**src/hw/rtl/hsg_pkg.sv**
```systemverilog
package hsg_pkg;

    // Sizing
    localparam int MAX_VERTICAL = 8;
    localparam int CORDIC_STEPS = 16;
    localparam int QDEPTH       = 2;

    localparam int VCW = $clog2(MAX_VERTICAL + 1);
    localparam int SW  = $clog2(CORDIC_STEPS);
    localparam int QAW = $clog2(QDEPTH);

    localparam int IN_TDATA_W  = 160;
    localparam int OUT_TDATA_W = 136;

    // CORDIC constants, angles in units of 2^-32 turn, vectors in Q2.30
    localparam logic signed [32:0] CORDIC_K     = 33'sd652032874;
    localparam logic signed [32:0] QUARTER_TURN = 33'sd1073741824;
    localparam logic signed [32:0] HALF_TURN    = 33'sd2147483648;

    // Configuration register indexes
    localparam logic [1:0] CFG_NUM_VERT  = 2'd0;
    localparam logic [1:0] CFG_TIME_STEP = 2'd1;
    localparam logic [1:0] CFG_LIST_SIZE = 2'd2;

    typedef struct packed {
        logic signed [31:0] px;
        logic signed [31:0] py;
        logic signed [31:0] pz;
        logic [15:0]        ang;
        logic signed [32:0] z0;
        logic               flip;
        logic signed [15:0] climb;
        logic [15:0]        gspd;
        logic               last;
    } t_item;

    typedef struct packed {
        logic [3:0]  num_vert;
        logic [15:0] time_step;
        logic [23:0] list_size;
    } t_cfg;

    function automatic logic signed [32:0] atan_turn(input logic [4:0] idx);
        logic signed [32:0] v;
        case (idx)
            5'd0:    v = 33'sd536870912;
            5'd1:    v = 33'sd316933406;
            5'd2:    v = 33'sd167458907;
            5'd3:    v = 33'sd85004756;
            5'd4:    v = 33'sd42667331;
            5'd5:    v = 33'sd21354465;
            5'd6:    v = 33'sd10679838;
            5'd7:    v = 33'sd5340245;
            5'd8:    v = 33'sd2670163;
            5'd9:    v = 33'sd1335087;
            5'd10:   v = 33'sd667544;
            5'd11:   v = 33'sd333772;
            5'd12:   v = 33'sd166886;
            5'd13:   v = 33'sd83443;
            5'd14:   v = 33'sd41722;
            5'd15:   v = 33'sd20861;
            5'd16:   v = 33'sd10430;
            5'd17:   v = 33'sd5215;
            5'd18:   v = 33'sd2608;
            5'd19:   v = 33'sd1304;
            5'd20:   v = 33'sd652;
            5'd21:   v = 33'sd326;
            5'd22:   v = 33'sd163;
            5'd23:   v = 33'sd81;
            default: v = 33'sd0;
        endcase
        return v;
    endfunction

    function automatic logic signed [31:0] sat32(input logic signed [33:0] v);
        logic signed [31:0] r;
        if (v[33:31] == 3'b000 || v[33:31] == 3'b111) begin
            r = v[31:0];
        end else if (v[33]) begin
            r = 32'sh8000_0000;
        end else begin
            r = 32'sh7FFF_FFFF;
        end
        return r;
    endfunction

endpackage

```
**src/hw/rtl/hsg_front.sv**
```systemverilog
module hsg_front import hsg_pkg::*; (
    input  logic                  s_axis_tvalid,
    output logic                  s_axis_tready,
    // pos_x, pos_y, pos_z, heading, climb_rate, ground_speed, heading_offset
    input  logic [IN_TDATA_W-1:0] s_axis_tdata,
    input  logic                  s_axis_tlast,
    input  logic                  i_q_full,
    output logic                  o_push,
    output t_item                 o_item
);

    logic [15:0]        ang;
    logic signed [32:0] z_raw;

    assign ang   = s_axis_tdata[111:96] + s_axis_tdata[159:144];
    assign z_raw = {ang[15], ang, 16'd0};

    assign s_axis_tready = !i_q_full;
    assign o_push        = s_axis_tvalid && !i_q_full;

    // Fold the angle into the right half plane; the CORDIC result is negated later.
    always_comb begin
        o_item.px    = s_axis_tdata[31:0];
        o_item.py    = s_axis_tdata[63:32];
        o_item.pz    = s_axis_tdata[95:64];
        o_item.ang   = ang;
        o_item.climb = s_axis_tdata[127:112];
        o_item.gspd  = s_axis_tdata[143:128];
        o_item.last  = s_axis_tlast;
        if (z_raw > QUARTER_TURN) begin
            o_item.z0   = z_raw - HALF_TURN;
            o_item.flip = 1'b1;
        end else if (z_raw < -QUARTER_TURN) begin
            o_item.z0   = z_raw + HALF_TURN;
            o_item.flip = 1'b1;
        end else begin
            o_item.z0   = z_raw;
            o_item.flip = 1'b0;
        end
    end

endmodule

```
**config.mk**
```make
export PLATFORM = sky130hd
export DESIGN_NAME = hsg_front
export DESIGN_NICKNAME = d
export VERILOG_FILES = /design/src/hw/rtl/hsg_pkg.sv /design/src/hw/rtl/hsg_front.sv
export SDC_FILE = /design/constraint.sdc
export NUM_CORES = 1
export LEC_CHECK = 0
export ABC_CLOCK_PERIOD_IN_PS = 8360
export BUFFER_PORTS_ARGS = -buffer_cell sky130_fd_sc_hd__buf_2
export CORE_AREA = 2 2 135 137
export DETAILED_ROUTE_END_ITERATION = 16
export DIE_AREA = 0 0 137 139
export GPL_ROUTABILITY_DRIVEN = 0
export GPL_TIMING_DRIVEN = 1
export PLACE_DENSITY = 0.45
export SYNTH_ARGS = -nofsm -noshare
export SYNTH_HDL_FRONTEND = slang
export SYNTH_SLANG_ARGS = --single-unit
export TNS_END_PERCENT = 5
```
**constraint.sdc**
```tcl
create_clock -name vclk -period 8.36
set_clock_uncertainty 0.2 [all_clocks]
set_input_delay 1.672 -clock vclk [all_inputs]
set_output_delay 1.672 -clock vclk [all_outputs]
set_load 0.02 [all_outputs]
```
After elaboration in Yosys (flattened, before gate mapping) --
Cells that the tools add are included. Widths: inputs -> output; s select.
Cells by class: add/sub/neg operators 3, magnitude comparators 2, mux-type cells 2, reductions and logical operators 2
Operators by type and width (count):
- $mux 34 | 2
- $add 32x33->33 const B | 1
- $sub 32x33->33 const B | 1
- $gt 32x32->1 const B | 1
- $lt 32x31->1 const B | 1
- $add 16x16->16 | 1
- $logic_and 1x1->1 | 1
- $logic_not 1->1 | 1
Word-level totals: register bits 0, bits of input ports 163, output and inout port bits 181, logic and storage cells 9

Logic depth before layout (Yosys ltp) --
depth in word-level cells 4, gate-level depth with buffers 9, depth with buffers taken out 9

Least setup slack after synthesis --
Ideal clock, no wire load.
path kind input -> output, start point input port s_axis_tdata[96], end point output port o_item[65] (netlist name), arrival 4215 ps, required time 6488 ps, path slack 2273 ps, stages 9, buffers on the path 0, cells stage by stage ha_1 > fa_1 > a211o_1 > a31oi_1 > xnor2_1 > nor2_2 > nand4_1 > or4_1 > o41a_1
RTL lines:
- start, declared | line hsg_front.sv:5 | input logic [IN_TDATA_W-1:0] s_axis_tdata,
- end, declared | line hsg_front.sv:9 | output t_item o_item

==> summary.txt <==
Yosys top cell by area: buf_4
Post-Syn Instances: 282
Sequential cell area: 0 sq um
CP Launch Type: primary input
# hold bufs at CTS: 0
Buf/Inv on CP: 2
Post-CTS Setup Repair Bufs: 0
Seq/Total Area, Yosys: 0
Count leader, synth: buf_4
RSZ-0062 raised after global routing: no
Post-synth top area share: 0.565
1st-iter DRT viols: 46
Synthesis-to-layout area growth: -24.6%
Pin count of the biggest net entering global routing: 10
Slew headroom: 0.603
Post-CTS sizing: 0
Detailed-route via count: 1384
DRT Pass-1 Iters: 4
Clock buffers: 0
Die width: 137 um
Detailed placement HPWL: 5250 um
Gr usage total: 0.0567
Die Y: 139 um
DRC Markers: 0
WP data required: 6.49 ns
Fillers: 2093
Top cells by area, synth: buf_4 57%, ha_1 8.8%, a21o_1 2.5%
Worst-Margin Slew: 0.592 ns
Antenna violations before repair: 2
Final non-filler cell total: 433
Dpl cell area: 1600 sq um
I/O Pins: 344
Fin Setup TNS: 0 ns
Period utilization: 0.771
Die ar.: 19000 sq um
Final ANT Viol Nets: 0
Maximum vdd drop: 0.0000458 V
Commonest cells in the netlist: 160 x buf_4, 15 x ha_1, 11 x nor2_1
CP arrival: 4.58 ns
Drt wl/cell: 13.6 um
CORE AREA: 17700 sq um
Setup crit end kind: output port
Setup WS post-layout: 1.91 ns
Max-cap violations: 0
Pins Over Slew Limit: 0
Cells along the critical path: buf_2 > ha_1 > fa_1 > a211o_1 > a31oi_1 > xnor2_1 > nor2_2 > nand4_1 > or4_1 > o41a_1 > buf_2
Final setup violation count: 0
Nets: 384
Number of synthesis warnings: 0
First-pass GRT wire length: 8350 um
GRT overflow: 0
Slowest cell delay on critical path: 0.49 ns
Final Hold Violating Endpoints: 0
Leak pwr: 0.000722 uW
Synth cell types: 49
Power Dens Cells: 117 nW/um^2
Seq cells: 0
CP max stage cell: or4_1
Post-Syn Area: 2120 sq um
Row cnt: 49
Crit path kind: in -> out
CP most frequent cell: buf_2
Design Area, Final: 1600 sq um
Final Critical Period: 6.45 ns
Placed cell count: 432
Worst-path fanout max: 4
Layout cells sized above 1: 0.384
Outcome: finished, final reports clean
Port bufs: 70
Worst Hold Class: in -> out
Post-Syn Area per Cell: 7.53 sq um
Final WL: 5900 um
Vias per inst: 3.20
CP top delay family: compound AO/OA/AOI/OAI gates
Starting density of the core: 0.120
Vias in the first global route: 1415
WHS: 3.14 ns
DP Worst Slack: 1.95 ns
Fmax: 155 MHz
where the power goes:
group / total [uW] / internal (uW) / switching (uW)
sequential: 0 / 0 / 0
clock: 0.0000160 / 0.0000160 / 0
combinational: 187 / 62.3 / 125
cell usage in the layout (no fill, tap or decap), types with 4 or more instances in the layout:
master | netlist | layout
inv_1 | 4 | 4
nor2_1 | 11 | 11
a31oi_1 | 4 | 4
buf_2 | 2 | 70
xnor2_1 | 6 | 6
conb_1 | 1 | 16
ha_1 | 15 | 15
a21oi_1 | 4 | 4
a21o_1 | 7 | 7
o21a_1 | 5 | 5
nand3_1 | 4 | 4
nand2_1 | 5 | 5
xor2_1 | 6 | 6
kinds of logic after synthesis:
group                      count (synthesis)  synth area share
muxes                                      1           0.00471
xor gates and xnor gates                  12            0.0495
other                                      1           0.00177
AOI/OAI and AO/OA                         44             0.163
and+or+nand+nor                           40             0.103
buffers and inverters                    168             0.581
adders and majority gates                 16            0.0978
stage by stage:
stage,total power [uW],util
floorplan,241,-
global placement,190,0.0906
detailed placement,189,0.0906
CTS,190,0.0906
global route,205,0.0907
finish,187,0.0907
layout make-up:
type	instances	area [sq um]	area share
multi-input cells	129	947	0.591
repair buffers	70	350	0.219
well taps	229	287	0.179
inverters	4	15.0	0.00937
diodes	1	2.50	0.00156
routing by layer:
layer / routed length (um) / global-route usage / vias to the layer above
li1: - / - / 623
met1: 2020 / 0.0543 / 584
met2: 2670 / 0.0964 / 107
met3: 738 / 0.0230 / 68
met4: 451 / 0.0418 / 2
met5: 14 / 0 / -
path summary, 6_finish.rpt:
| check | from | to | cells past startpoint |
|---|---|---|---|
| max | s_axis_tdata[96] | o_item[65] | 11 |
| min | s_axis_tdata[38] | o_item[121] | 0 |
No activity file was read; power rests on OpenSTA's default activity.
