`src/hw/rtl/hsg_pkg.sv`:
```
package hsg_pkg;

    // Sizing
    localparam int MAX_VERTICAL = 8;
    localparam int CORDIC_STEPS = 16;
    localparam int QDEPTH       = 2;

    localparam int VCW = $clog2(MAX_VERTICAL + 1);
    localparam int SW  = $clog2(CORDIC_STEPS);
    localparam int QAW = $clog2(QDEPTH);

    localparam int IN_TDATA_W  = 160;
    localparam int OUT_TDATA_W = 136;

    // CORDIC constants, angles in units of 2^-32 turn, vectors in Q2.30
    localparam logic signed [32:0] CORDIC_K     = 33'sd652032874;
    localparam logic signed [32:0] QUARTER_TURN = 33'sd1073741824;
    localparam logic signed [32:0] HALF_TURN    = 33'sd2147483648;

    // Configuration register indexes
    localparam logic [1:0] CFG_NUM_VERT  = 2'd0;
    localparam logic [1:0] CFG_TIME_STEP = 2'd1;
    localparam logic [1:0] CFG_LIST_SIZE = 2'd2;

    typedef struct packed {
        logic signed [31:0] px;
        logic signed [31:0] py;
        logic signed [31:0] pz;
        logic [15:0]        ang;
        logic signed [32:0] z0;
        logic               flip;
        logic signed [15:0] climb;
        logic [15:0]        gspd;
        logic               last;
    } t_item;

    typedef struct packed {
        logic [3:0]  num_vert;
        logic [15:0] time_step;
        logic [23:0] list_size;
    } t_cfg;

    function automatic logic signed [32:0] atan_turn(input logic [4:0] idx);
        logic signed [32:0] v;
        case (idx)
            5'd0:    v = 33'sd536870912;
            5'd1:    v = 33'sd316933406;
            5'd2:    v = 33'sd167458907;
            5'd3:    v = 33'sd85004756;
            5'd4:    v = 33'sd42667331;
            5'd5:    v = 33'sd21354465;
            5'd6:    v = 33'sd10679838;
            5'd7:    v = 33'sd5340245;
            5'd8:    v = 33'sd2670163;
            5'd9:    v = 33'sd1335087;
            5'd10:   v = 33'sd667544;
            5'd11:   v = 33'sd333772;
            5'd12:   v = 33'sd166886;
            5'd13:   v = 33'sd83443;
            5'd14:   v = 33'sd41722;
            5'd15:   v = 33'sd20861;
            5'd16:   v = 33'sd10430;
            5'd17:   v = 33'sd5215;
            5'd18:   v = 33'sd2608;
            5'd19:   v = 33'sd1304;
            5'd20:   v = 33'sd652;
            5'd21:   v = 33'sd326;
            5'd22:   v = 33'sd163;
            5'd23:   v = 33'sd81;
            default: v = 33'sd0;
        endcase
        return v;
    endfunction

    function automatic logic signed [31:0] sat32(input logic signed [33:0] v);
        logic signed [31:0] r;
        if (v[33:31] == 3'b000 || v[33:31] == 3'b111) begin
            r = v[31:0];
        end else if (v[33]) begin
            r = 32'sh8000_0000;
        end else begin
            r = 32'sh7FFF_FFFF;
        end
        return r;
    endfunction

endpackage

```
`src/hw/rtl/hsg_queue.sv`:
```
module hsg_queue import hsg_pkg::*; (
    input  logic  i_clk,
    input  logic  i_rst_n,
    input  logic  i_push,
    input  t_item i_item,
    output logic  o_full,
    output logic  o_valid,
    output t_item o_item,
    input  logic  i_pop
);

    t_item          r_mem [QDEPTH];
    logic [QAW-1:0] r_wp;
    logic [QAW-1:0] r_rp;
    logic [QAW:0]   r_cnt;

    assign o_full  = (r_cnt == (QAW+1)'(QDEPTH));
    assign o_valid = (r_cnt != '0);
    assign o_item  = r_mem[r_rp];

    always_ff @(posedge i_clk) begin
        if (!i_rst_n) begin
            r_wp  <= '0;
            r_rp  <= '0;
            r_cnt <= '0;
        end else begin
            if (i_push) begin
                r_wp <= (r_wp == QAW'(QDEPTH - 1)) ? '0 : r_wp + 1'b1;
            end
            if (i_pop) begin
                r_rp <= (r_rp == QAW'(QDEPTH - 1)) ? '0 : r_rp + 1'b1;
            end
            if (i_push && !i_pop) begin
                r_cnt <= r_cnt + 1'b1;
            end else if (!i_push && i_pop) begin
                r_cnt <= r_cnt - 1'b1;
            end
        end
    end

    always_ff @(posedge i_clk) begin
        if (i_push) begin
            r_mem[r_wp] <= i_item;
        end
    end

endmodule

```
`config.mk`:
```
export PLATFORM = sky130hd
export DESIGN_NAME = hsg_queue
export DESIGN_NICKNAME = d
export VERILOG_FILES = /design/src/hw/rtl/hsg_pkg.sv /design/src/hw/rtl/hsg_queue.sv
export SDC_FILE = /design/constraint.sdc
export NUM_CORES = 1
export LEC_CHECK = 0
export BUFFER_PORTS_ARGS = -buffer_cell sky130_fd_sc_hd__buf_4
export CAP_MARGIN = 25
export CORE_UTILIZATION = 52
export DETAILED_ROUTE_END_ITERATION = 10
export GPL_TIMING_DRIVEN = 0
export PLACE_DENSITY = 0.8
export SLEW_MARGIN = 10
export SYNTH_ARGS = -nofsm -noshare
export SYNTH_HDL_FRONTEND = slang
export SYNTH_SLANG_ARGS = --single-unit
```
`constraint.sdc`:
```
create_clock -name i_clk -period 15.1 [get_ports i_clk]
set_clock_uncertainty 0.15 [all_clocks]
set_input_delay 3.02 -clock i_clk [delete_from_list [all_inputs] [get_ports i_clk]]
set_output_delay 3.02 -clock i_clk [all_outputs]
set_load 0.02 [all_outputs]
```
==> Word-level counts from Yosys, hierarchy flattened <==
Memories as Yosys holds them, arrays and structs flattened. A register that Yosys moved wholly into a read port is not among the register bits.
Index checks and enable logic that the tools add are counted.
{ "word_totals": {"regBits": 4, "ram_bits": 358, "output_inout_bits": 181, "wordCells": 23, "mem_count": 1} }
{ "mem_list": {"columns": ["name", "words", "width", "rd", "rd_ports_with_merged_regs", "wr", "line", "text"], "rows": [
  ["r_mem", 2, 179, 1, 1, 1, "hsg_queue.sv:12", "t_item r_mem [QDEPTH];"]
]} }
{ "classes": {"addsub": 4, "n_eq_ne": 1, "n_mux": 8, "reduce_logical": 6} }
{ "op_table": {"columns": ["operator", "count"], "rows": [
  ["1-bit two-way mux", 6],
  ["2-bit two-way mux", 2],
  ["2-bit nonzero test", 2],
  ["1-bit adder, second input constant", 2],
  ["2-bit by 1-bit adder with 2-bit output, second input constant", 1],
  ["2-bit == test, second input constant", 1],
  ["1-bit logical AND", 2],
  ["1-bit logical NOT", 2],
  ["2-bit by 1-bit subtractor with 2-bit output, second input constant", 1]
]} }

==> Logic depth before layout (Yosys ltp) <==
{ "depth": {"ltp_word": 4, "depth_mapped": 5} }

==> Least setup slack after synthesis <==
OpenSTA, ideal clock, no wires.
{ "synth_path": {"path_type": "input-to-reg", "startpoint": "input i_push", "endpoint": "memory r_mem[0][0] (netlist bit), enable pin", "setup_time_ns": 0.742, "t_arrival_ns": 10.778, "t_required_ns": 14.208, "slack_ns": 3.431, "cell_stages": 1, "path_cell_list": "nor2b_1"} }
{ "synth_between": {"elab_chain_len": 2} }
{ "synth_rtl": {"columns": ["item", "line", "text"], "rows": [
  ["from (decl)", "hsg_queue.sv:4", "input logic i_push,"],
  ["1-bit two-way mux", "hsg_queue.sv:42", "if (i_push) begin"],
  ["1-bit two-way mux (not written as such)", "hsg_queue.sv:43", "r_mem[r_wp] <= i_item;"],
  ["to (decl)", "hsg_queue.sv:12", null]
]} }
No other way between the ends.

==> results.ini <==
[synth]
synth_seq_cells=363
netlist_area_um2=13550
yosysSeqAreaShare=0.8009
synth.distinct_cells=17
synthCells=579
syn-num-nets=763
yosysWarnings=0
synth_area_per_cell_um2=23.40

[critical_path]
crit_fanout=10
worst-path-buf-inv=4
critPathMaxStageDelay_ns=0.32
worstPathCellList=buf_6 -> buf_6 -> buf_6 -> mux2_4 -> buf_4
crit_required_ns=11.93
start_kind=flip-flop
path_class=flip-flop to primary output
rr_startpoint=r_wp
cp_slowest_cell=dfxtp_1
critPathTopFamily=buffers and inverters
r2r_slack_ns=12.90
arrival_ns=1.89
r2r-end=r_mem[0][129]
crit_path_end_kind=primary output
ff2ff_path_depth=4
crit_top_cell=buf_6

[placed_design]
place_area_um2=16900
dpl.cell_count=1281
numPortBuffers=363
dpl.hpwl_mm=18.99
gp_congestion=0.7349

[cts]
cts_sinks=363
ctsHoldBuffers=0
h-tree-depth=2
numCtsBuffers=37
post_cts_resize_count=0
clk_pin_slew_ns=0.06
clockBufferDepth=3
post_cts.repair.setup_buffers=0
cts_tree=yes
insertion_delay_ns=0.51
root_buffer=clkbuf_16

[grt]
grt_pass1_wl_mm=39.81
grt_max_degree=52
antenna_found_initial=0
first_global_vias=7093
overflow=0
track_usage=0.1993

[timing]
setup_viol=0
clock.fmax_ghz=0.1978
finalMaxSlewViolations=0
worstMarginPinSlew_ns=0.8541
rsz0062_at_grt=no
hold_violations=0
slew-limit-headroom=0.4294
fin_crit_ns=5.056
finalCritPeriodShare=0.3348

[detailed_routing]
drt.antenna.violating_nets=0
routed_wl_mm=27.35
avgViaCountPerCell=5.076
drc=0
dr.pass1.iters=7
wl_per_cell_um=20.32
via_count=6832
first_iter_violations=412

[final_layout]
multiInputGateArea_um2=2516
fin_nets=1174
finalInstanceArea_um2=18040
regArea_um2=10850
finalNonFillerCells=1346
drive_above_1_share=0.6112
final_util=0.7103
diodes=0
fillers=1581
syn_to_final_growth_pct=33.16

[pwr]
power_density_nw_per_um2=131.9
p_comb_frac=0.144
p_sw_mw=0.5361
ir_worst_vdd_mv=0.1069
power_mw=2.380
power_leakage_nw=7.006
swShare=0.2252
p_int_mw=1.844
clkPwrFrac=0.361
power_frac_seq=0.495

[floorplan]
die_w_um=163.4
core_um2=25400
ios=364
initial_utilization=0.5334
die_y_um=163.4
die-area_um2=26700
rows=58

[flow_run]
maxCapViolCount=0

[worst_hold_path]
holdCritStartpoint=r_cnt[1]
hold_depth=2
worstHoldEndpoint=r_cnt[1]
hold_class=flip-flop to flip-flop

[status]
status=completed

==> cell usage after synthesis <==
cell type | n | area (µm²)
xor2_1 | 2 | 17.52
or2_2 | 1 | 6.260
a21boi_0 | 1 | 7.510
edfxtp_1 | 358 | 10750
inv_1 | 1 | 3.750
mux2_2 | 79 | 889.6
o21ai_0 | 1 | 5.000
nor2b_1 | 3 | 18.77
buf_6 | 14 | 157.7
o21a_1 | 1 | 7.510
dfxtp_1 | 5 | 100.1
and2_1 | 4 | 25.02
or3_1 | 1 | 6.260
mux2_4 | 100 | 1501
xnor2_1 | 1 | 8.760
buf_2 | 6 | 30.03
ha_1 | 1 | 12.51
==> routing by layer <==
| layer | GRT usage | vias to the layer above | part of all wire |
|---|---|---|---|
| li1 | - | 3121 | - |
| met1 | 0.2185 | 3353 | 0.36 |
| met2 | 0.3638 | 311 | 0.52 |
| met3 | 0.06475 | 47 | 0.093 |
| met4 | 0.06032 | 0 | 0.022 |
| met5 | 0 | - | 0 |
==> cells by family after synthesis <==
family,after synthesis,synth area share
AOI/OAI and AO/OA,3,0.001478
xor gates and xnor gates,3,0.001940
adders and majority gates,1,0.0009234
buffers and inverters,21,0.01413
DFF,363,0.8009
muxes,179,0.1765
and+or+nand+nor,9,0.004156
==> worst register-to-register path: stages, from the launching register on <==
cell     delay [ns]
dfxtp_1        0.34
nor2b_4        0.68
buf_12         0.28
buf_16         0.21
buf_12         0.23
==> state kept, by name, summed over array words and instances, names as in the netlist, named ones only <==
signal,cells
r_wp,1
r_cnt,2
r_rp,1
r_mem,358
==> worst max path at each step <==
stage / startpoint / endpoint / slack, ns / depth (start not counted)
floorplan: i_push / r_mem[0][0] / 3.43 / 1
global placement: i_push / r_wp / -1.13 / 3
detailed placement: i_push / r_mem[0][129] / 10.05 / 5
CTS: flip-flop / o_item[143] / 9.98 / 5
global route: flip-flop / o_item[146] / 9.96 / 5
finish: flip-flop / o_item[143] / 10.04 / 5
==> through the flow <==
step                hold WS [ns]  setup WS (ns)  TNS [ns]
floorplan                 0.3178          3.431         0
global placement          0.3331         -1.126   -194.09
detailed placement        0.3795          10.05         0
CTS                       0.3933          9.982         0
global route              0.4210          9.960         0
finish                    0.3779          10.04         0
==> cell usage in the layout, fill, tap and decap left out, drive strengths merged <==
| cell | count |
|---|---|
| dfxtp | 5 |
| o21ai | 1 |
| xor2 | 2 |
| o21a | 1 |
| bufinv | 2 |
| clkbuf | 50 |
| xnor2 | 1 |
| and2 | 4 |
| inv | 2 |
| clkinvlp | 2 |
| mux2 | 179 |
| edfxtp | 358 |
| buf | 392 |
| or3 | 1 |
| or2 | 1 |
| nor2b | 3 |
| a21boi | 1 |
| clkinv | 10 |
| ha | 1 |
==> area by class of cell <==
cell class | count | share of cell area
Inverter | 1 | 0.0002081
Clock buffer | 50 | 0.05638
Sequential cell | 363 | 0.6014
Multi-Input combinational cell | 195 | 0.1395
Tap cell | 330 | 0.02289
Buffer | 20 | 0.01040
Clock inverter | 15 | 0.006935
Timing Repair Buffer | 372 | 0.1623
==> power groups by stage <==
stage	sequential, mW	clock (mW)	combinational (mW)
2_1_floorplan	1.21	0	0.191
3_3_place_gp	1.21	0	0.330
3_5_place_dp	1.20	0	0.344
4_1_cts	1.18	0.878	0.346
5_1_grt	1.18	0.914	0.360
6_report	1.18	0.860	0.342
Power figures use the tool's default switching activity.
