[src/hw/rtl/hsg_pkg.sv]
package hsg_pkg;

    // Sizing
    localparam int MAX_VERTICAL = 8;
    localparam int CORDIC_STEPS = 16;
    localparam int QDEPTH       = 2;

    localparam int VCW = $clog2(MAX_VERTICAL + 1);
    localparam int SW  = $clog2(CORDIC_STEPS);
    localparam int QAW = $clog2(QDEPTH);

    localparam int IN_TDATA_W  = 160;
    localparam int OUT_TDATA_W = 136;

    // CORDIC constants, angles in units of 2^-32 turn, vectors in Q2.30
    localparam logic signed [32:0] CORDIC_K     = 33'sd652032874;
    localparam logic signed [32:0] QUARTER_TURN = 33'sd1073741824;
    localparam logic signed [32:0] HALF_TURN    = 33'sd2147483648;

    // Configuration register indexes
    localparam logic [1:0] CFG_NUM_VERT  = 2'd0;
    localparam logic [1:0] CFG_TIME_STEP = 2'd1;
    localparam logic [1:0] CFG_LIST_SIZE = 2'd2;

    typedef struct packed {
        logic signed [31:0] px;
        logic signed [31:0] py;
        logic signed [31:0] pz;
        logic [15:0]        ang;
        logic signed [32:0] z0;
        logic               flip;
        logic signed [15:0] climb;
        logic [15:0]        gspd;
        logic               last;
    } t_item;

    typedef struct packed {
        logic [3:0]  num_vert;
        logic [15:0] time_step;
        logic [23:0] list_size;
    } t_cfg;

    function automatic logic signed [32:0] atan_turn(input logic [4:0] idx);
        logic signed [32:0] v;
        case (idx)
            5'd0:    v = 33'sd536870912;
            5'd1:    v = 33'sd316933406;
            5'd2:    v = 33'sd167458907;
            5'd3:    v = 33'sd85004756;
            5'd4:    v = 33'sd42667331;
            5'd5:    v = 33'sd21354465;
            5'd6:    v = 33'sd10679838;
            5'd7:    v = 33'sd5340245;
            5'd8:    v = 33'sd2670163;
            5'd9:    v = 33'sd1335087;
            5'd10:   v = 33'sd667544;
            5'd11:   v = 33'sd333772;
            5'd12:   v = 33'sd166886;
            5'd13:   v = 33'sd83443;
            5'd14:   v = 33'sd41722;
            5'd15:   v = 33'sd20861;
            5'd16:   v = 33'sd10430;
            5'd17:   v = 33'sd5215;
            5'd18:   v = 33'sd2608;
            5'd19:   v = 33'sd1304;
            5'd20:   v = 33'sd652;
            5'd21:   v = 33'sd326;
            5'd22:   v = 33'sd163;
            5'd23:   v = 33'sd81;
            default: v = 33'sd0;
        endcase
        return v;
    endfunction

    function automatic logic signed [31:0] sat32(input logic signed [33:0] v);
        logic signed [31:0] r;
        if (v[33:31] == 3'b000 || v[33:31] == 3'b111) begin
            r = v[31:0];
        end else if (v[33]) begin
            r = 32'sh8000_0000;
        end else begin
            r = 32'sh7FFF_FFFF;
        end
        return r;
    endfunction

endpackage

[src/hw/rtl/hsg_cordic.sv]
module hsg_cordic import hsg_pkg::*; (
    input  logic               i_clk,
    input  logic               i_rst_n,
    input  logic               i_start,
    input  logic signed [32:0] i_z0,
    output logic               o_done,
    output logic signed [32:0] o_x,
    output logic signed [32:0] o_y
);

    logic signed [32:0] r_x;
    logic signed [32:0] r_y;
    logic signed [32:0] r_z;
    logic [SW-1:0]      r_step;
    logic               r_busy;
    logic               r_done;
    logic signed [32:0] dx;
    logic signed [32:0] dy;
    logic signed [32:0] at;

    assign dx     = r_y >>> r_step;
    assign dy     = r_x >>> r_step;
    assign at     = atan_turn(5'(r_step));
    assign o_done = r_done;
    assign o_x    = r_x;
    assign o_y    = r_y;

    always_ff @(posedge i_clk) begin
        if (!i_rst_n) begin
            r_busy <= 1'b0;
            r_done <= 1'b0;
            r_step <= '0;
        end else begin
            r_done <= 1'b0;
            if (i_start) begin
                r_busy <= 1'b1;
                r_step <= '0;
            end else if (r_busy) begin
                if (r_step == SW'(CORDIC_STEPS - 1)) begin
                    r_busy <= 1'b0;
                    r_done <= 1'b1;
                end else begin
                    r_step <= r_step + 1'b1;
                end
            end
        end
    end

    always_ff @(posedge i_clk) begin
        if (i_start) begin
            r_x <= CORDIC_K;
            r_y <= '0;
            r_z <= i_z0;
        end else if (r_busy) begin
            if (!r_z[32]) begin
                r_x <= r_x - dx;
                r_y <= r_y + dy;
                r_z <= r_z - at;
            end else begin
                r_x <= r_x + dx;
                r_y <= r_y - dy;
                r_z <= r_z + at;
            end
        end
    end

endmodule

[config.mk]
export PLATFORM = sky130hd
export DESIGN_NAME = hsg_cordic
export DESIGN_NICKNAME = d
export VERILOG_FILES = /design/src/hw/rtl/hsg_pkg.sv /design/src/hw/rtl/hsg_cordic.sv
export SDC_FILE = /design/constraint.sdc
export NUM_CORES = 1
export LEC_CHECK = 0
export BUFFER_PORTS_ARGS = -buffer_cell sky130_fd_sc_hd__buf_2
export CAP_MARGIN = 0
export CORE_ASPECT_RATIO = 0.5
export CORE_UTILIZATION = 55
export DETAILED_ROUTE_END_ITERATION = 10
export PLACE_DENSITY = 0.82
export SLEW_MARGIN = 20
export SYNTH_ARGS = -nofsm -noshare
export SYNTH_HDL_FRONTEND = slang
export SYNTH_SLANG_ARGS = --single-unit
[constraint.sdc]
create_clock -name i_clk -period 17.6 [get_ports i_clk]
set_clock_uncertainty 0.2 [all_clocks]
set_input_delay 0.88 -clock i_clk [delete_from_list [all_inputs] [get_ports i_clk]]
set_output_delay 0.88 -clock i_clk [all_outputs]
set_load 0.005 [all_outputs]
# --- Word-level counts from Yosys, hierarchy flattened ---
# Memories as Yosys holds them, arrays and structs flattened. A register that Yosys moved wholly into a read port is not among the register bits.
# Cells that the tools add are included.
word_totals:
  reg_bits: 105
  romBits: 480
  inputBits: 36
  out_inout_bits: 67
  wordCells: 35
  mem_count: 1
op_classes:
  n_addsub: 7
  eq_ne: 1
  shifts: 2
  mux: 11
  n_bitwise: 3
  reduce_logical: 4
mem_list:
  columns: ["name", "depth", "word_bits", "read_ports", "rd_clocked_by_memory_dff", "wr", "line_no", "rtl"]
  rows:
  - ["(no name shown)", 16, 30, 1, 1, 0, "hsg_pkg.sv:45", "case (idx)"]
op_table:
  columns: ["op", "count"]
  rows:
  - ["33-bit two-way mux", 5]
  - ["33-bit adder", 3]
  - ["33-bit subtractor", 3]
  - ["33-bit by 4-bit >>> shifter with 33-bit output", 2]
  - ["4-bit two-way mux", 2]
  - ["4-bit by 1-bit adder with 4-bit output, second input constant", 1]
  - ["4-bit == test, second input constant", 1]
  - ["1-bit two-way mux", 4]
  - ["1-bit NOT", 3]
  - ["3-bit OR reduction", 1]
  - ["2-bit AND reduction", 1]
  - ["2-bit nonzero test", 1]
  - ["2-bit OR reduction", 1]

# --- Depth between registers and ports, before layout ---
depth:
  depth_word: 5
  depth_mapped: 26
  ltp_nobuf: 23

# --- Least setup slack after synthesis ---
# OpenSTA, ideal clock, no wires.
synth_timing:
  path_type: "register -> register"
  startpoint: "reg r_step[1]"
  endpoint: "reg r_x[31], in the netlist o_x[31]"
  setup_time_ps: 117
  arrival_ps: 5431
  required_ps: 17283
  setup_slack_ps: 11852
  path_stages_with_launch: 25
  path_buffers: 3
  period_less_slack_ps: 5748
  path_cell_list: "dfxtp_1 -> buf_2 -> buf_2 -> clkbuf_1 -> mux4_2 -> mux4_2 -> inv_1 -> ha_1 -> inv_1 -> or4b_1 -> o311ai_1 -> and2_1 -> a21oi_1 -> xnor2_1 -> ha_1 -> a21o_1 -> a21o_1 -> a21o_1 -> o21ai_0 -> a211oi_1 -> or3_1 -> a31oi_1 -> o21ai_0 -> xor2_1 -> a22o_1"
synth_between:
  elab_chain_cells: 3
  elab_cells_between_ends: 4
  cone_classes: "add/sub: 2; shift: 1; mux: 1"
synth_rtl:
  columns: ["item", "line_no", "rtl"]
  rows:
  - ["start: declaration", "hsg_cordic.sv:14", "logic [SW-1:0] r_step;"]
  - ["start signal: assignment", "hsg_cordic.sv:43", "r_step <= r_step + 1'b1;"]
  - ["33-bit by 4-bit >>> shifter with 33-bit output (*)", "hsg_cordic.sv:21", "assign dx = r_y >>> r_step;"]
  - ["33-bit subtractor / 33-bit adder (equally long branches)", "hsg_cordic.sv:56, hsg_cordic.sv:60", null]
  - ["33-bit two-way mux (*)", "hsg_cordic.sv:55", "if (!r_z[32]) begin"]
  - ["end signal: assignment", "hsg_cordic.sv:56", "r_x <= r_x - dx;"]
  - ["end signal: assignment", "hsg_cordic.sv:60", "r_x <= r_x + dx;"]
  - ["end: declaration", "hsg_cordic.sv:11", "logic signed [32:0] r_x;"]
# Mark *: on every way between the ends. The rest lies on a longest branch, timed or not.
# A chain may end at the register's enable or synchronous reset.

# --- Final worst setup path ---
layout_timing:
  startpoint: "reg r_step[0]"
  endpoint: "reg r_x[31], in the netlist o_x[31]"
# The elaborated chain is that of the path after synthesis.

==> flow_summary.json <==
{
  "path_max_fanout": 55,
  "cellLeakagePower_nw": 7.13,
  "postPlaceCellArea_um2": 15700,
  "drtAntennaViolNets": 0,
  "yosysWarningCount": 0,
  "slowest_stage": "buf_4",
  "power.combinational.fraction_pct": 70.8,
  "antennaDiodeCount": 0,
  "numnets_final": 1952,
  "ios": 103,
  "firstDrtPassIters": 6,
  "grt_setup_unrepaired": "false",
  "areaGrowthSynthToFinish_pct": 8.04,
  "netlist_instances": 1761,
  "cts.htree.levels": 4,
  "gp_congestion": 0.995,
  "placedCellCount": 2138,
  "critical_path.cell_chain": "buf_4 -> mux4_2 -> mux4_2 -> inv_1 -> ha_1 -> inv_1 -> or4b_1 -> o311ai_1 -> nand2_1 -> nor4_4 -> a31oi_1 -> xor2_1 -> ha_1 -> o21ai_0 -> nand2b_1 -> nand4_1 -> a211oi_1 -> or3_1 -> a31oi_1 -> o21ai_0 -> xor2_1 -> a22o_1",
  "cp.required_ns": 17.76,
  "final-max-slew-violation-count": 0,
  "grt_remaining_overflow": 0,
  "crit_path_largest_cell_delay_ns": 0.73,
  "peak_supply_drop_uv": 81.5,
  "wire_per_inst_um": 18.8,
  "post_drt_via_cell_ratio": 6.38,
  "intPower_mw": 1.66,
  "clk_pin_slew_ns": 0.07,
  "hold_buffers": 0,
  "drt-total-wl_um": 40800,
  "result_of_the_run": "finished, final reports clean",
  "place.detailed.hpwl_um": 29600,
  "power.clock.fraction_pct": 11.1,
  "dieWidth_um": 236,
  "post_cts_setup_inserts": 0,
  "seqPwrFrac_pct": 18.0,
  "grt_antenna_before_repair": 0,
  "cts_tree": "yes",
  "synth_seq_area_share_pct": 20.1,
  "die_height_um": 119,
  "port_buffers": 102,
  "crit_arrival_ns": 7.05,
  "drive_above_1_share_pct": 15.7,
  "clock-root-buffer": "clkbuf_16",
  "finalWorstPathRequiredPeriod_ns": 6.89,
  "max_cap_violations": 0,
  "die_area_um2": 28100,
  "p_sw_share_pct": 48.9,
  "report.final.setup_viol": 0,
  "synth_enable_flop_cells": 33,
  "final_min_period_over_clock_period_pct": 39.2,
  "gr-usage-all-layers_pct": 29.0,
  "via_count": 13900,
  "synth_net_count": 1908,
  "postCtsResizedCells": 0,
  "min-delay-path-class": "reg2reg",
  "slew_headroom_pct": 30.8,
  "p_sw_mw": 1.58,
  "ys_dominant_reg_cell": "dfxtp_1",
  "worstSetupStartpointType": "register",
  "fin_cells": 2170,
  "tritoncts_num_sinks": 135,
  "wire_length_of_the_first_global_routing_pass_um": 65400,
  "final_non_filler_cell_area_um2": 16300,
  "critical_path_class": "reg2reg",
  "fmaxAchievable_mhz": 145,
  "post-place-ws_ns": 10.73,
  "cts_made_buffers": 17,
  "sum_of_negative_setup_slack_ns": 0,
  "total_power_draw_mw": 3.24,
  "grt_start_max_net_pins": 90,
  "worstSkewPairLatency_ns": 0.47,
  "synth_async_sr_flop_share_pct": 0,
  "synth.ff_latch_count": 135,
  "fin_ws_ns": 10.71,
  "worst-slew-pin-transition_ns": 1.04,
  "syn-mean-instance-area_um2": 8.56,
  "floorplan.initialDensity_pct": 56.5,
  "synth_cell_types": 86,
  "placement_rows": 42,
  "mappedNetlistArea_um2": 15100,
  "via_count_of_the_first_global_routing_pass": 12700,
  "setup.worst_path.end_class": "register",
  "cts-root-to-sink-buffers": 2,
  "drt-initial-drc-count": 1380,
  "coreArea_um2": 26700,
  "cellPowerDensity_nw_per_um2": 199,
  "hold_viol_final": 0,
  "route.detailed.drc": 0
}
-- layer usage --
layer	routed length, µm	vias to the layer above	share of wire, %	track usage (%)
met3	3800	81	9.3	6.63
met5	0	-	0	0
li1	-	6689	-	-
met4	878	0	2.2	9.40
met2	18000	579	44	45.2
met1	18100	6502	44	39.8
-- critical path: cells and delay by family, from the launching register on --
kind / cells / cell delay, ns
and+or+nand+nor: 6 / 1.86
DFF: 1 / 0.59
muxes: 2 / 1.17
AOI/OAI and AO/OA: 7 / 1.17
buffers and inverters: 3 / 0.87
xor gates and xnor gates: 2 / 0.39
adders and majority gates: 2 / 0.50
-- flip-flops by register name (all words and copies together) (netlist names) --
signal / count
o_y: 33
at: 30
o_x: 33
r_busy: 1
r_z: 33
o_done: 1
r_step: 4
-- synth_stat cells (16+ instances only) --
master | instances | area (µm²)
nand2_1 | 124 | 465
nor2b_1 | 16 | 100
nor2_1 | 176 | 661
a31oi_1 | 23 | 144
dfxtp_1 | 102 | 2040
mux2_2 | 43 | 484
mux4_2 | 66 | 1490
inv_1 | 50 | 188
nand2b_1 | 23 | 144
a211o_1 | 16 | 140
edfxtp_1 | 33 | 991
a21o_1 | 66 | 495
mux2i_1 | 73 | 731
nand3_1 | 20 | 100
xnor2_1 | 81 | 709
xor2_1 | 83 | 727
buf_1 | 18 | 67.6
clkbuf_1 | 53 | 199
ha_1 | 108 | 1350
a211oi_1 | 20 | 150
nor3_1 | 37 | 185
and3_1 | 16 | 100
a21oi_1 | 154 | 771
o21ai_0 | 115 | 576
-- layout make-up --
| type | instances | area (µm²) |
|---|---|---|
| multi-input combinational | 1483 | 11400 |
| fill | 2347 | 10400 |
| sequential | 135 | 3040 |
| timing repair buffer | 116 | 618 |
| clock buffer | 20 | 479 |
| tap | 352 | 440 |
| inverter | 52 | 195 |
| clock inverter | 12 | 87.6 |
-- power by group through the flow --
stage / Clock [mW] / Combinational (mW) / Sequential (mW)
global placement: 0 / 2.22 / 0.575
finish: 0.360 / 2.29 / 0.584
detailed placement: 0 / 2.24 / 0.578
global route: 0.376 / 2.54 / 0.591
CTS: 0.362 / 2.26 / 0.572
floorplan: 0 / 1.83 / 0.506
-- cell families (layout without fill, tap and decap cells) --
group / count (synthesis) / in the layout / synth area share (%)
AO/OA/AOI/OAI: 526 / 526 / 22.5
AND/OR/NAND/NOR: 496 / 496 / 15.8
multiplexers: 186 / 186 / 18.6
XOR/XNOR: 164 / 164 / 9.53
buffers and inverters: 143 / 200 / 4.10
flip-flops: 135 / 135 / 20.1
adder cells (fa/ha/maj): 111 / 111 / 9.36
-- through the flow --
step	hold slack, ns	utilization [%]
after floorplan	0.292	-
after global placement	0.290	58.9
after detailed placement	0.309	58.9
after CTS	0.309	61.0
after global routing	0.349	61.0
final	0.306	61.0
-- cells in the final DEF (no fill, tap or decap), drive strengths merged, types with 56 or more instances in the layout --
| cell type | count |
|---|---|
| nor2 | 176 |
| a21oi | 155 |
| nand2 | 124 |
| buf | 116 |
| o21ai | 115 |
| ha | 108 |
| dfxtp | 102 |
| xor2 | 83 |
| xnor2 | 81 |
| mux2i | 73 |
| mux4 | 70 |
| a21o | 66 |
| inv | 56 |
-- final timing paths --
| kind | slack, ns | startpoint | end | depth (start not counted) |
|---|---|---|---|---|
| hold / removal | 0.31 | o_y[0] | o_y[0] | 2 |
| setup / recovery | 10.71 | r_step[0] | o_x[31] | 22 |
| hold reg to reg | 0.31 | o_y[0] | o_y[0] | 2 |
| setup reg to reg | 10.71 | r_step[0] | o_x[31] | 22 |
Power figures use the tool's default switching activity.
